`src/rtl/core/assert_macros.svh`:
```
// Assertion macros used by the top level
`ifndef ASSERT_MACROS_SVH
`define ASSERT_MACROS_SVH

// same-cycle implication, checked out of reset
`define ASSERT_IMPL(lbl, clk, rstn, ante, cons) \
    lbl: assert property (@(posedge clk) disable iff (!rstn) (ante) |-> (cons)) \
        else $error("implication failed");

// next-cycle implication, checked out of reset
`define ASSERT_NEXT(lbl, clk, rstn, ante, cons) \
    lbl: assert property (@(posedge clk) disable iff (!rstn) (ante) |=> (cons)) \
        else $error("next-cycle implication failed");

`endif

```
`src/rtl/core/mwo_pkg.sv`:
```
// Types, constants and arithmetic helpers of the mecanum odometry block
package mwo_pkg;

    localparam int POS_W      = 32;
    localparam int STAMP_W    = 48;
    localparam int SEP_W      = 31;
    localparam int WIN_W      = 7;
    localparam int CFG_IDX_W  = 2;
    localparam int CFG_DATA_W = 31;
    localparam int DLT_W      = 33;
    localparam int SUMD_W     = 35;
    localparam int DIV_W      = 51;
    localparam int DVS_W      = 48;
    localparam int PROD_W     = 54;

    localparam logic [CFG_IDX_W-1:0] CFG_SEP = 2'd0;
    localparam logic [CFG_IDX_W-1:0] CFG_WIN = 2'd1;

    localparam logic [21:0] US_PER_S = 22'd1000000;

    typedef enum logic [1:0] {
        ACT_UPDATE = 2'd0,
        ACT_INIT   = 2'd1,
        ACT_ZERO   = 2'd2,
        ACT_NONE   = 2'd3
    } action_t;

    typedef enum logic [1:0] {
        DSEL_ROT  = 2'd0,
        DSEL_RATE = 2'd1,
        DSEL_MEAN = 2'd2
    } dsel_t;

    typedef struct packed {
        logic       latch;
        logic       init;
        logic       zero_pose;
        logic       reject;
        logic       delta;
        logic       term;
        logic       div_start;
        dsel_t      dsel;
        logic       rot_done;
        logic       pose;
        logic       rate_mul;
        logic       rate_done;
        logic       ring;
        logic       push;
        logic       mean_done;
        logic [1:0] chan;
        logic       load_out;
    } dp_cmd_t;

    typedef struct packed {
        action_t action;
        logic    interval_ok;
        logic    div_done;
        logic    div_busy;
        logic    out_free;
    } dp_stat_t;

    // signed 35-bit divided by four, truncating toward zero
    function automatic logic signed [SUMD_W-1:0] quarter(input logic signed [SUMD_W-1:0] v);
        logic signed [SUMD_W-1:0] b;
        b = v + (v[SUMD_W-1] ? SUMD_W'(3) : SUMD_W'(0));
        return b >>> 2;
    endfunction

    function automatic logic signed [31:0] sat35(input logic signed [SUMD_W-1:0] v);
        if (v > SUMD_W'(signed'(32'sh7FFFFFFF)))
            return 32'sh7FFFFFFF;
        else if (v < SUMD_W'(signed'(32'sh80000000)))
            return 32'sh80000000;
        else
            return v[31:0];
    endfunction

    function automatic logic signed [31:0] sat33(input logic signed [32:0] v);
        if (v[32] != v[31])
            return v[32] ? 32'sh80000000 : 32'sh7FFFFFFF;
        else
            return v[31:0];
    endfunction

    // apply sign to a quotient magnitude and saturate to 32-bit signed
    function automatic logic signed [31:0] sat_q(input logic neg, input logic [DIV_W-1:0] q);
        if (neg)
            return (q > DIV_W'(33'h080000000)) ? 32'sh80000000 : -q[31:0];
        else
            return (q > DIV_W'(32'h7FFFFFFF)) ? 32'sh7FFFFFFF : q[31:0];
    endfunction

endpackage

```
`src/rtl/core/mwo_ctrl.sv`:
```
// Controller: sequences one item through the datapath
module mwo_ctrl import mwo_pkg::*; (
    input  logic     clk,
    input  logic     rst_n,
    input  logic     upd_valid,
    output logic     upd_ready,
    input  dp_stat_t stat,
    output dp_cmd_t  cmd
);

    typedef enum logic [14:0] {
        ST_IDLE      = 15'b000000000000001,
        ST_DECODE    = 15'b000000000000010,
        ST_DELTA     = 15'b000000000000100,
        ST_TERM      = 15'b000000000001000,
        ST_ROT_GO    = 15'b000000000010000,
        ST_ROT_WAIT  = 15'b000000000100000,
        ST_POSE      = 15'b000000001000000,
        ST_MUL       = 15'b000000010000000,
        ST_RATE_GO   = 15'b000000100000000,
        ST_RATE_WAIT = 15'b000001000000000,
        ST_RING      = 15'b000010000000000,
        ST_PUSH      = 15'b000100000000000,
        ST_MEAN_GO   = 15'b001000000000000,
        ST_MEAN_WAIT = 15'b010000000000000,
        ST_OUT       = 15'b100000000000000
    } state_t;

    state_t     state_reg, state_next;
    logic [1:0] chan_reg, chan_next;

    always_comb
    begin
        state_next = state_reg;
        chan_next  = chan_reg;
        cmd        = '0;
        cmd.chan   = chan_reg;
        cmd.dsel   = DSEL_ROT;
        upd_ready  = 1'b0;
        unique case (state_reg)
            ST_IDLE:
            begin
                upd_ready = 1'b1;
                if (upd_valid)
                begin
                    cmd.latch  = 1'b1;
                    state_next = ST_DECODE;
                end
            end
            ST_DECODE:
            begin
                unique case (stat.action)
                    ACT_UPDATE: state_next = ST_DELTA;
                    ACT_INIT:
                    begin
                        cmd.init   = 1'b1;
                        state_next = ST_OUT;
                    end
                    ACT_ZERO:
                    begin
                        cmd.zero_pose = 1'b1;
                        state_next    = ST_OUT;
                    end
                    default:
                    begin
                        cmd.reject = 1'b1;
                        state_next = ST_OUT;
                    end
                endcase
            end
            ST_DELTA:
            begin
                cmd.delta = 1'b1;
                if (stat.interval_ok)
                    state_next = ST_TERM;
                else
                begin
                    cmd.reject = 1'b1;
                    state_next = ST_OUT;
                end
            end
            ST_TERM:
            begin
                cmd.term   = 1'b1;
                state_next = ST_ROT_GO;
            end
            ST_ROT_GO:
            begin
                cmd.div_start = 1'b1;
                state_next    = ST_ROT_WAIT;
            end
            ST_ROT_WAIT:
            begin
                if (stat.div_done)
                begin
                    cmd.rot_done = 1'b1;
                    state_next   = ST_POSE;
                end
            end
            ST_POSE:
            begin
                cmd.pose   = 1'b1;
                chan_next  = 2'd0;
                state_next = ST_MUL;
            end
            ST_MUL:
            begin
                cmd.rate_mul = 1'b1;
                state_next   = ST_RATE_GO;
            end
            ST_RATE_GO:
            begin
                cmd.dsel      = DSEL_RATE;
                cmd.div_start = 1'b1;
                state_next    = ST_RATE_WAIT;
            end
            ST_RATE_WAIT:
            begin
                if (stat.div_done)
                begin
                    cmd.rate_done = 1'b1;
                    state_next    = ST_RING;
                end
            end
            ST_RING:
            begin
                cmd.ring = 1'b1;
                if (chan_reg == 2'd2)
                    state_next = ST_PUSH;
                else
                begin
                    chan_next  = chan_reg + 2'd1;
                    state_next = ST_MUL;
                end
            end
            ST_PUSH:
            begin
                cmd.push   = 1'b1;
                chan_next  = 2'd0;
                state_next = ST_MEAN_GO;
            end
            ST_MEAN_GO:
            begin
                cmd.dsel      = DSEL_MEAN;
                cmd.div_start = 1'b1;
                state_next    = ST_MEAN_WAIT;
            end
            ST_MEAN_WAIT:
            begin
                if (stat.div_done)
                begin
                    cmd.mean_done = 1'b1;
                    if (chan_reg == 2'd2)
                        state_next = ST_OUT;
                    else
                    begin
                        chan_next  = chan_reg + 2'd1;
                        state_next = ST_MEAN_GO;
                    end
                end
            end
            ST_OUT:
            begin
                if (stat.out_free)
                begin
                    cmd.load_out = 1'b1;
                    state_next   = ST_IDLE;
                end
            end
            default: state_next = ST_IDLE;
        endcase
    end

    always_ff @(posedge clk or negedge rst_n)
    begin
        if (!rst_n)
        begin
            state_reg <= ST_IDLE;
            chan_reg  <= 2'd0;
        end
        else
        begin
            state_reg <= state_next;
            chan_reg  <= chan_next;
        end
    end

endmodule

```
`config.mk`:
```
export PLATFORM = sky130hd
export DESIGN_NAME = mwo_ctrl
export DESIGN_NICKNAME = d
export VERILOG_FILES = /design/src/rtl/core/assert_macros.svh /design/src/rtl/core/mwo_pkg.sv /design/src/rtl/core/mwo_ctrl.sv
export SDC_FILE = /design/constraint.sdc
export NUM_CORES = 1
export LEC_CHECK = 0
export BUFFER_PORTS_ARGS = -buffer_cell sky130_fd_sc_hd__buf_2
export CORE_AREA = 2 2 53 55
export DETAILED_ROUTE_END_ITERATION = 10
export DIE_AREA = 0 0 55 57
export MAX_ROUTING_LAYER = met4
export PLACE_DENSITY_LB_ADDON = 0.2
export SLEW_MARGIN = 40
export SYNTH_ARGS = -nofsm -noshare
export SYNTH_HDL_FRONTEND = slang
export SYNTH_SLANG_ARGS = --single-unit
```
`constraint.sdc`:
```
create_clock -name clk -period 3 [get_ports clk]
set_clock_uncertainty 0.2 [all_clocks]
set_input_delay 0.15 -clock clk [delete_from_list [all_inputs] [get_ports clk]]
set_output_delay 0.15 -clock clk [all_outputs]
set_load 0.05 [all_outputs]
```
======== Word-level counts from Yosys, hierarchy flattened ========
Index checks and enable logic that the tools add are counted.
operators by class
  $add $sub $neg .......................... 1
  multiply operators ...................... 0
  divide/modulo/power cells ............... 0
  $lt $le $gt $ge ......................... 0
  equal/unequal tests ..................... 23
  shifts and indexed selects .............. 0
  mux-type cells .......................... 36
  bitwise gates (word level) .............. 0
  reductions and logical operators ........ 7
operators with widths
  operator              count
  $pmux 15 s15          1
  $mux 15               8
  $mux 1                20
  $eq 15x1->1 const B   1
  $eq 15x10->1 const B  1
  $eq 15x11->1 const B  1
  $eq 15x12->1 const B  1
  $eq 15x13->1 const B  1
  $eq 15x14->1 const B  1
  $eq 15x15->1 const B  1
  $eq 15x2->1 const B   1
  $eq 15x3->1 const B   1
  $eq 15x4->1 const B   1
  $eq 15x5->1 const B   1
  $eq 15x6->1 const B   1
  $eq 15x7->1 const B   1
  $eq 15x8->1 const B   1
  $eq 15x9->1 const B   1
  $mux 12               1
  $ne 2x2->1 const B    5
  $mux 2                3
  $pmux 2 s3            1
  $reduce_or 3->1       2
  $reduce_and 5->1      1
  other kinds (9)       10
storage, ports and cells
  bits in registers ....................... 17
  latch bits .............................. 0
  RAM bits ................................ 0
  memory bits (read-only) ................. 0
  output and inout bits ................... 20
  logic and storage cells ................. 69
  memories ................................ 0

======== Longest topological paths before layout ========
Gate-level depths: netlist (run 1).
  word-level depth ........................ 4
  gate-level depth with buffers ........... 6

======== Worst setup path after synthesis (run 1) ========
Ideal clock, no wire load.
  path type ............................... reg-to-output
  start ................................... reg state_reg[5]
  end ..................................... out cmd[12] in the netlist's numbering
  data arrival time ....................... 2,762 ps
  required time ........................... 2,650 ps
  setup slack ............................. -112 ps
  cell stages (with the launch flop) ...... 5
  path buffers ............................ 0
  cell sequence ........................... dfrtp_1 > or4_4 > nor3_1 > nor3_1 > inv_1
RTL lines
  element                 line             RTL
  start, declared         mwo_ctrl.sv:29   state_t state_reg, state_next;
  start signal, assigned  mwo_ctrl.sv:183  state_reg <= state_next;
  end, declared           mwo_ctrl.sv:8    output dp_cmd_t cmd

==> results of run 1 <==
-- logic make-up (layout without fill, tap and decap cells) --
| kind of cell | Yosys count | after routing | share of synthesized area |
|---|---|---|---|
| fa+ha+maj | 1 | 1 | 0.0104 |
| simple gates | 76 | 76 | 0.464 |
| flops | 17 | 17 | 0.354 |
| buf+inv | 9 | 44 | 0.0405 |
| compound gates | 18 | 18 | 0.109 |
| xor+xnor | 3 | 3 | 0.0218 |
-- per-stage QoR --
stage | hold slack (ps) | worst slack [ps] | instance area, um^2
after floorplan | -346 | 401 | 1210
after global placement | -100 | 718 | 1370
after detailed placement | -101 | 706 | 1370
after CTS | 6.64 | 357 | 1450
after global routing | 6.86 | 152 | 1450
final | 9.55 | 358 | 1450
-- layout by cell type (no fill, tap or decap), types with 2 or more instances in the layout --
cell type,netlist,final
or4_4,3,3
a21o_1,5,5
nor3_1,8,7
clkbuf_4,0,3
dlygate4sd3_1,0,6
xnor2_1,2,2
nor4_2,2,2
o21ai_1,4,4
nor3_2,1,2
or4b_1,3,3
and2_1,7,7
nand3_1,6,6
dfrtp_1,16,16
nor2_1,11,11
nand2_1,4,4
and4_1,5,5
nor4_1,3,3
nand2b_1,2,2
nor4_4,4,4
nor2b_1,3,3
a31o_1,2,2
nand4_1,2,2
inv_1,5,5
buf_2,0,27
a21oi_1,2,2
nand4b_1,2,2
nor4b_1,6,6
-- worst min-delay path by stage --
stage / endpoint / slack, ps / cells after the start
finish: state_reg[14] / 10 / 4
global route: state_reg[14] / 7 / 4
CTS: state_reg[14] / 7 / 4
detailed placement: state_reg[6] / -100 / 1
global placement: state_reg[6] / -100 / 1
floorplan: chan_reg[0] / -350 / 0
-- routing by layer --
metal / up-vias / share of wire / track usage
met2: 29 / 0.52 / 0.393
met3: 5 / 0.037 / 0.0236
met4: 0 / 0.015 / 0.115
li1: 542 / - / -
met1: 570 / 0.43 / 0.289
met5: - / 0 / -
-- power by group through the flow --
| stage | registers, uW | clock network, uW | logic (uW) |
|---|---|---|---|
| floorplan | 266 | 0 | 291 |
| global placement | 291 | 0 | 323 |
| detailed placement | 293 | 0 | 330 |
| CTS | 288 | 132 | 337 |
| global route | 295 | 147 | 364 |
| finish | 291 | 132 | 335 |
-- worst max-delay path: cells and delay by family (launching register included) --
family	cells	cell delay [ps]
buf+inv	2	310
flops	1	480
simple gates	4	1180
-- layout make-up --
class,count,area [um^2],share of cell area
multi-input combinational,98,734,0.506
clock buffer,3,22.5,0.0155
timing repair buffer,34,203,0.140
inverter,6,22.5,0.0155
tap,31,38.8,0.0267
clock inverter,1,5.00,0.00345
sequential,17,427,0.294
-- timing repair --
item / 4_1_cts / 5_1_grt
setup endpoints to repair: 0 / 0
hold endpoints to repair: 21 / 0
buffers inserted: 0 / 0
hold buffers: 6 / 0
gates resized for setup: 0 / 0
==> results.py, run 1 <==
metrics = {
    "synthesis": {
        "synth_area_leader_cell": "dfrtp_1",
        "synth_enable_flop_cells": 0,
        "synth_ff_type": "dfrtp_1",
        "yosys_warnings": 0,
        "syn_area_mm2": 0.00120,
        "avgSynthCellArea_um2": 9.72,
        "ys_types": 39,
        "synth_top_area_frac": 0.332,
        "ys_ff_latch": 17,
        "async_flop_share": 1.00,
        "syn_nets": 134,
        "yosysSeqAreaShare": 0.354,
        "syn_inst": 124,
        "yosys.cell_count.top_type": "dfrtp_1",
        "ys_top_cells_by_count": "dfrtp_1, nor2_1, nor3_1, and2_1",
        "synthTopCellsByArea": "dfrtp_1, nor4_4, nor4b_1",
    },
    "place": {
        "place_inst": 180,
        "port_buffers": 27,
        "gp_congestion": 0.841,
        "hpwl_um": 2420,
    },
    "hold_path": {
        "hp-start": "stat[0]",
        "holdCritPathClass": "input port to flop",
    },
    "grt": {
        "antenna_found_initial": 0,
        "grt_max_degree": 18,
        "track_usage": 0.240,
        "grt_pass1_vias": 1144,
        "grt-ovfl-total": 0,
        "grt_pass1_wl_um": 5230,
    },
    "power": {
        "power_leakage_uw": 0.000707,
        "pwr-share-seq": 0.384,
        "p_sw_frac": 0.451,
        "ir_drop_mv": 0.451,
        "clkPwrFrac": 0.174,
        "switchingPower_uw": 341,
        "fin_total_pwr_uw": 757,
        "p_int_uw": 416,
        "power.density_mw_per_mm2": 521,
        "combPwrFrac": 0.442,
    },
    "timing": {
        "tightestPinTransition_ps": 542,
        "finalSetupTns_ps": 0,
        "fin_crit_ps": 2640,
        "setup_viol": 0,
        "max_slew_margin": 0.636,
        "hold_violations": 0,
        "rsz0062_at_grt": "false",
        "fmax_mhz": 379,
        "slew_violations": 0,
        "finalCritPeriodShare": 0.881,
    },
    "setup_path": {
        "r2r_slack_ps": 510,
        "cp_slowest_stage_delay_ps": 480,
        "crit_top_cell": "nor3_1",
        "cp-end-kind": "output pin",
        "r2r_cells": 4,
        "crit_arrival_ps": 2290,
        "rr_startpoint": "state_reg[5]",
        "path_cells": "nor3_1, nand2_1, nor3_2, nor3_1, inv_1, buf_2",
        "crit_type": "flop to output pin",
        "critPathRequiredTime_ps": 2650,
        "worst-path-max-fanout": 7,
        "endpoint": "cmd[12]",
        "crit_path_top_delay_cell": "dfrtp_1",
        "r2r_end": "state_reg[2]",
        "startpoint": "state_reg[13]",
        "crit_path_start_kind": "flop",
    },
    "routing": {
        "drtIter0Drc": 30,
        "routed-via-count": 1146,
        "routed_via_density": 6.03,
        "dr.pass1.iters": 4,
        "ant_nets": 0,
        "routedWlPerCell_um": 16.6,
        "routed_wl_um": 3150,
        "drcViolationCount": 0,
    },
    "floorplanning": {
        "die-area_mm2": 0.00314,
        "ioPinCount": 29,
        "initial_utilization": 0.461,
        "num_rows": 19,
        "die_w_um": 55,
        "core-area_mm2": 0.00262,
        "dieHeight_um": 57,
    },
    "clock_tree": {
        "cts.sinks": 17,
        "cts_tree": "yes",
        "clock_latency_ps": 310,
        "root_buffer": "clkbuf_4",
        "htree_num_levels": 1,
        "cts.clk_slew.worst_paths_ps": 120,
        "cts_buffer_depth": 2,
        "numCtsBuffers": 3,
    },
    "final_layout": {
        "area_growth_pct": 20.6,
        "final_util": 0.556,
        "largest_reg_flops": 15,
        "fin_cells": 190,
        "fin_nets": 170,
        "layout-drive-gt1-share": 0.296,
        "diodes": 0,
        "fill_cells": 264,
    },
    "outcome": {
        "status": "completed",
    },
    "run": {
        "drv_cap": 0,
    },
}
Note: power is estimated with default switching activity, not from simulation.
==> run 2: changes to the inputs <==
--- a/config.mk
+++ b/config.mk
@@ -6,9 +6,10 @@
 export NUM_CORES = 1
 export LEC_CHECK = 0
 export BUFFER_PORTS_ARGS = -buffer_cell sky130_fd_sc_hd__buf_2
-export CORE_AREA = 2 2 53 55
+export CORE_AREA = 2 2 54 56
+export CTS_CLUSTER_SIZE = 30
 export DETAILED_ROUTE_END_ITERATION = 10
-export DIE_AREA = 0 0 55 57
+export DIE_AREA = 0 0 56 58
 export MAX_ROUTING_LAYER = met4
 export PLACE_DENSITY_LB_ADDON = 0.2
 export SLEW_MARGIN = 40
==> constraint.sdc (replaced) <==
create_clock -name clk -period 2.31 [get_ports clk]
set_clock_uncertainty 0.2 [all_clocks]
set_input_delay 0.1155 -clock clk [delete_from_list [all_inputs] [get_ports clk]]
set_output_delay 0.1155 -clock clk [all_outputs]
set_load 0.05 [all_outputs]
==> run 2 against run 1 <==
The flow now finishes with violations (setup timing). Die area up 3.6%. Clock power up 29%. Core utilization up 17 points. Power up 56%. Design area up 33%. Wire length up 26%. Non-clock buffer count up 33. Critical path depth down 1. Flip-flop and latch count unchanged. Via count up 13%. First-iteration DRC count up 130%. Critical path type unchanged. Highest routed layer unchanged.
==> results.py, run 2 (synthesized netlist as in run 1, its figures left out) <==
metrics = {
    "timing": {
        "worst_slack_ps": -174,
        "rsz0062_at_grt": "true",
        "slew_violations": 0,
        "finalSetupTns_ps": -769,
        "setup_viol": 13,
        "fin_crit_ps": 2480,
        "finalCritPeriodShare": 1.08,
        "fmax_mhz": 403,
        "max_slew_margin": 0.621,
        "hold_violations": 0,
        "tightestPinTransition_ps": 561,
    },
    "clock_tree": {
        "root_buffer": "clkbuf_4",
        "numCtsBuffers": 3,
        "cts_buffer_depth": 2,
        "cts.sinks": 17,
        "htree_num_levels": 1,
        "cts.clk_slew.worst_paths_ps": 110,
        "cts_tree": "yes",
        "clock_latency_ps": 300,
    },
    "place": {
        "gp_congestion": 0.915,
        "hpwl_um": 2500,
        "port_buffers": 27,
        "place_inst": 190,
        "post-place-ws_ps": 122,
    },
    "final_layout": {
        "diodes": 0,
        "layout-drive-gt1-share": 0.573,
        "largest_reg_flops": 15,
        "final_cell_mix": "buf_4, buf_6, buf_2, dfrtp_2",
        "fin_nets": 203,
        "final_common_cell": "buf_4",
        "fin_cells": 223,
        "area_growth_pct": 60.7,
    },
    "setup_path": {
        "cp-end-kind": "output pin",
        "startpoint": "state_reg[7]",
        "crit_type": "flop to output pin",
        "crit_arrival_ps": 2170,
        "critPathRequiredTime_ps": 1990,
        "rr_startpoint": "state_reg[7]",
        "crit_path_start_kind": "flop",
        "worst-path-max-fanout": 5,
    },
    "outcome": {
        "status": "finished, violations left",
        "violations": "setup timing",
    },
    "routing": {
        "wl_met2_um": 2040,
        "maxUsedRoutingLayer": "met4",
        "wl_met3_um": 236,
        "ant_nets": 0,
        "drcViolationCount": 0,
        "routedWlPerCell_um": 17.8,
        "wl_met1_um": 1660,
        "drtIter0Drc": 68,
        "dr.pass1.iters": 4,
        "routed-via-count": 1298,
        "routed_via_density": 5.82,
        "routed_wl_um": 3980,
    },
    "run": {
        "drv_cap": 0,
    },
    "grt": {
        "grt_pass1_vias": 1268,
        "track_usage": 0.243,
        "grt-ovfl-total": 0,
        "grt_pass1_wl_um": 5930,
        "grt_max_degree": 18,
        "antenna_found_initial": 0,
    },
    "floorplanning": {
        "dieHeight_um": 58,
        "ioPinCount": 29,
        "core-area_mm2": 0.00266,
        "initial_utilization": 0.453,
        "die-area_mm2": 0.00325,
        "die_w_um": 56,
        "num_rows": 19,
    },
    "hold_path": {
        "holdCritPathClass": "input port to flop",
        "hp-start": "stat[2]",
    },
    "power": {
        "power_leakage_uw": 0.000887,
        "ir_drop_mv": 0.589,
        "power.density_mw_per_mm2": 609,
    },
}
## run 2: per-layer routing
layer | track usage | up-vias
met4 | 0.0816 | 0
met1 | 0.314 | 625
met2 | 0.400 | 56
met3 | 0.0268 | 6
li1 | - | 611
met5 | - | -
## run 2: worst paths after layout
check	endpoint	slack, ps	depth (start not counted)
worst max register to register	state_reg[0]	-90	8
min in group asynchronous	state_reg[5]	60	2
worst max-delay path	cmd[6]	-170	5
worst min register to register	chan_reg[0]	310	1
max in group asynchronous	state_reg[0]	1520	2
worst min-delay path	state_reg[13]	50	4
## run 2: layout make-up
type / count / area (um^2)
sequential: 17 / 438
timing repair buffer: 67 / 553
inverter: 6 / 22.5
clock inverter: 1 / 5.00
multi-input combinational: 98 / 857
clock buffer: 3 / 22.5
fill: 191 / 726
tap: 31 / 38.8
## run 2: repair_timing
item | in CTS | in global routing
hold buffers | 7 | 0
endpoints found under the setup margin | 17 | 17
pin swaps | 8 | 11
hold endpoints to repair | 24 | 0
resized for setup | 32 | 34
setup buffers | 9 | 13
gates cloned | 0 | 0
## run 2: per-stage QoR
stage / util / total power, uW / area [um^2] / hold WS [ps]
after global placement: 0.551 / 843 / 1470 / -131
after detailed placement: 0.551 / 851 / 1470 / -132
after CTS: 0.651 / 1070 / 1730 / 26.7
after global routing: 0.727 / 1240 / 1940 / 43.6
after floorplan: - / 730 / 1240 / -380
final: 0.727 / 1180 / 1940 / 49.2
## run 2: power breakdown
group / switching, uW / internal, uW / total (uW)
logic: 353 / 268 / 621
registers: 60.8 / 327 / 388
clock network: 106 / 64.5 / 170
total: 520 / 659 / 1180
## run 2: critical path, stage by stage, from the launching register on
cell and delay (ps):
dfrtp_2 440, or4_4 580, nor4_4 330, buf_4 160, and4_1 190, buf_6 160
==> run 3: changes to the inputs <==
--- a/config.mk
+++ b/config.mk
@@ -12,6 +12,8 @@
 export DIE_AREA = 0 0 56 58
 export MAX_ROUTING_LAYER = met4
 export PLACE_DENSITY_LB_ADDON = 0.2
+export SETUP_SLACK_MARGIN = 0.1
+export SKIP_LAST_GASP = 1
 export SLEW_MARGIN = 40
 export SYNTH_ARGS = -nofsm -noshare
 export SYNTH_HDL_FRONTEND = slang
==> constraint.sdc (replaced) <==
create_clock -name clk -period 2.31 [get_ports clk]
set_clock_uncertainty 0.2 [all_clocks]
set_input_delay 0.1155 -clock clk [delete_from_list [all_inputs] [get_ports clk]]
set_output_delay 0.1155 -clock clk [all_outputs]
set_load 0.02 [all_outputs]
==> run 3 against run 2 <==
The run still ends with setup timing left. First-iteration DRC count fell by 21%. Combinational power fell by 18%. Core utilization fell by 3.9 points. Final cell count fell by 2.2%. Flip-flop and latch count did not move. Power fell by 9.4%. Largest power group unchanged. Maximum frequency rose by 6.2%. Critical path type unchanged. Largest cell class unchanged. Die area did not move. Design area fell by 5.4%.
==> results.py, run 3 (synthesized netlist as in run 1, its figures left out) <==
metrics = {
    "outcome": {
        "status": "finished, violations left",
        "violations": "setup timing",
    },
    "grt": {
        "antenna_found_initial": 0,
        "grt_pass1_wl_um": 6090,
        "track_usage": 0.253,
        "grt_max_degree": 18,
        "grt_pass1_vias": 1302,
        "grt-ovfl-total": 0,
    },
    "final_layout": {
        "final_cell_mix": "buf_4, buf_2, nor2_1, dfrtp_1",
        "area_growth_pct": 52.1,
        "final_common_cell": "buf_4",
        "layout-drive-gt1-share": 0.519,
        "largest_reg_flops": 15,
        "diodes": 0,
        "final_util": 0.688,
        "fin_nets": 198,
    },
    "place": {
        "hpwl_um": 2340,
        "post-place-ws_ps": 117,
        "port_buffers": 27,
        "gp_congestion": 0.806,
    },
    "routing": {
        "routed-via-count": 1336,
        "drtIter0Drc": 54,
        "drcViolationCount": 0,
        "dr.pass1.iters": 5,
        "routed_wl_um": 3940,
        "ant_nets": 0,
        "routed_via_density": 6.13,
        "routedWlPerCell_um": 18.1,
    },
    "timing": {
        "fmax_mhz": 428,
        "setup_viol": 2,
        "rsz0062_at_grt": "true",
        "tightestPinTransition_ps": 485,
        "worst_slack_ps": -28.6,
        "worst_hold_slack_ps": 59.2,
        "max_slew_margin": 0.674,
        "fin_crit_ps": 2340,
        "hold_violations": 0,
        "slew_violations": 0,
        "finalCritPeriodShare": 1.01,
    },
    "hold_path": {
        "holdCritPathClass": "input port to async pin",
    },
    "floorplanning": {
        "die-area_mm2": 0.00325,
        "ioPinCount": 29,
        "core-area_mm2": 0.00266,
        "initial_utilization": 0.453,
        "die_w_um": 56,
        "dieHeight_um": 58,
        "num_rows": 19,
    },
    "power": {
        "power_leakage_uw": 0.000864,
        "power.density_mw_per_mm2": 583,
        "ir_drop_mv": 0.650,
    },
    "setup_path": {
        "r2r_cells": 5,
        "crit_arrival_ps": 2020,
        "crit_path_start_kind": "flop",
        "critPathRequiredTime_ps": 1990,
        "crit_type": "flop to output pin",
        "cp-end-kind": "output pin",
        "worst-path-max-fanout": 5,
    },
    "clock_tree": {
        "cts_tree": "yes",
        "cts_buffer_depth": 2,
        "clock_latency_ps": 300,
        "root_buffer": "clkbuf_4",
        "numCtsBuffers": 3,
        "htree_num_levels": 1,
        "cts.sinks": 17,
        "cts.clk_slew.worst_paths_ps": 110,
    },
    "run": {
        "drv_cap": 0,
    },
}
[run 3: changes by cell type in the layout (fill, tap and decap cells not counted), sizes merged]
cell | before | now
clkbuf | 4 | 3
buf | 59 | 55
[run 3: repair_timing]
| action | CTS | global route |
|---|---|---|
| gates resized for setup | 31 | 16 |
| gates cloned | 0 | 1 |
| setup endpoints to repair | 17 | 21 |
| endpoints found under the hold margin | 24 | 0 |
| hold buffers | 7 | 0 |
| buffers inserted | 16 | 8 |
| pin swaps | 6 | 10 |
[run 3: power breakdown]
part,switching [uW],internal (uW)
Combinational,280,228
Clock,104,64.6
Sequential,65.2,327
Total,449,619
[run 3: worst paths after layout]
kind                                     end    startpoint  slack (ps)
worst max-delay path                 cmd[12]  state_reg[7]         -30
worst min-delay path            state_reg[6]         rst_n          60
worst max register to register  state_reg[9]  state_reg[3]          90
worst min register to register   chan_reg[0]   chan_reg[0]         300
max in group asynchronous       state_reg[0]         rst_n        1530
min in group clk                 chan_reg[0]   chan_reg[0]         300
[run 3: metal layers]
metal | vias to the layer above | routed length [um] | GRT usage | share of wire
li1 | 603 | - | - | -
met1 | 655 | 1500 | 0.267 | 0.38
met2 | 58 | 2100 | 0.457 | 0.53
met3 | 20 | 170 | 0.0335 | 0.043
met4 | 0 | 170 | 0.143 | 0.043
met5 | - | 0 | - | 0
[run 3: critical path, stage by stage (launching register included)]
cell and delay, ps:
dfrtp_2 430, or4_4 640, nor2_4 160, and4_4 230, nor3_1 70, inv_1 60, buf_4 130
[run 3: final cells by class]
type / instances / area (um^2)
Tap cell: 31 / 38.8
Clock buffer: 3 / 22.5
Clock inverter: 1 / 5.00
Sequential cell: 17 / 435
Fill cell: 203 / 830
Multi-Input combinational cell: 98 / 830
Timing Repair Buffer: 62 / 479
Inverter: 6 / 22.5
[run 3: stage by stage]
stage               total power [uW]  cells  setup TNS (ps)  cell area (um^2)
floorplan                        666    124               0              1210
global placement                 745    182               0              1380
detailed placement               750    182               0              1380
CTS                              991    209           -45.3              1700
global route                    1130    218            -641              1830
finish                          1070    218           -39.0              1830
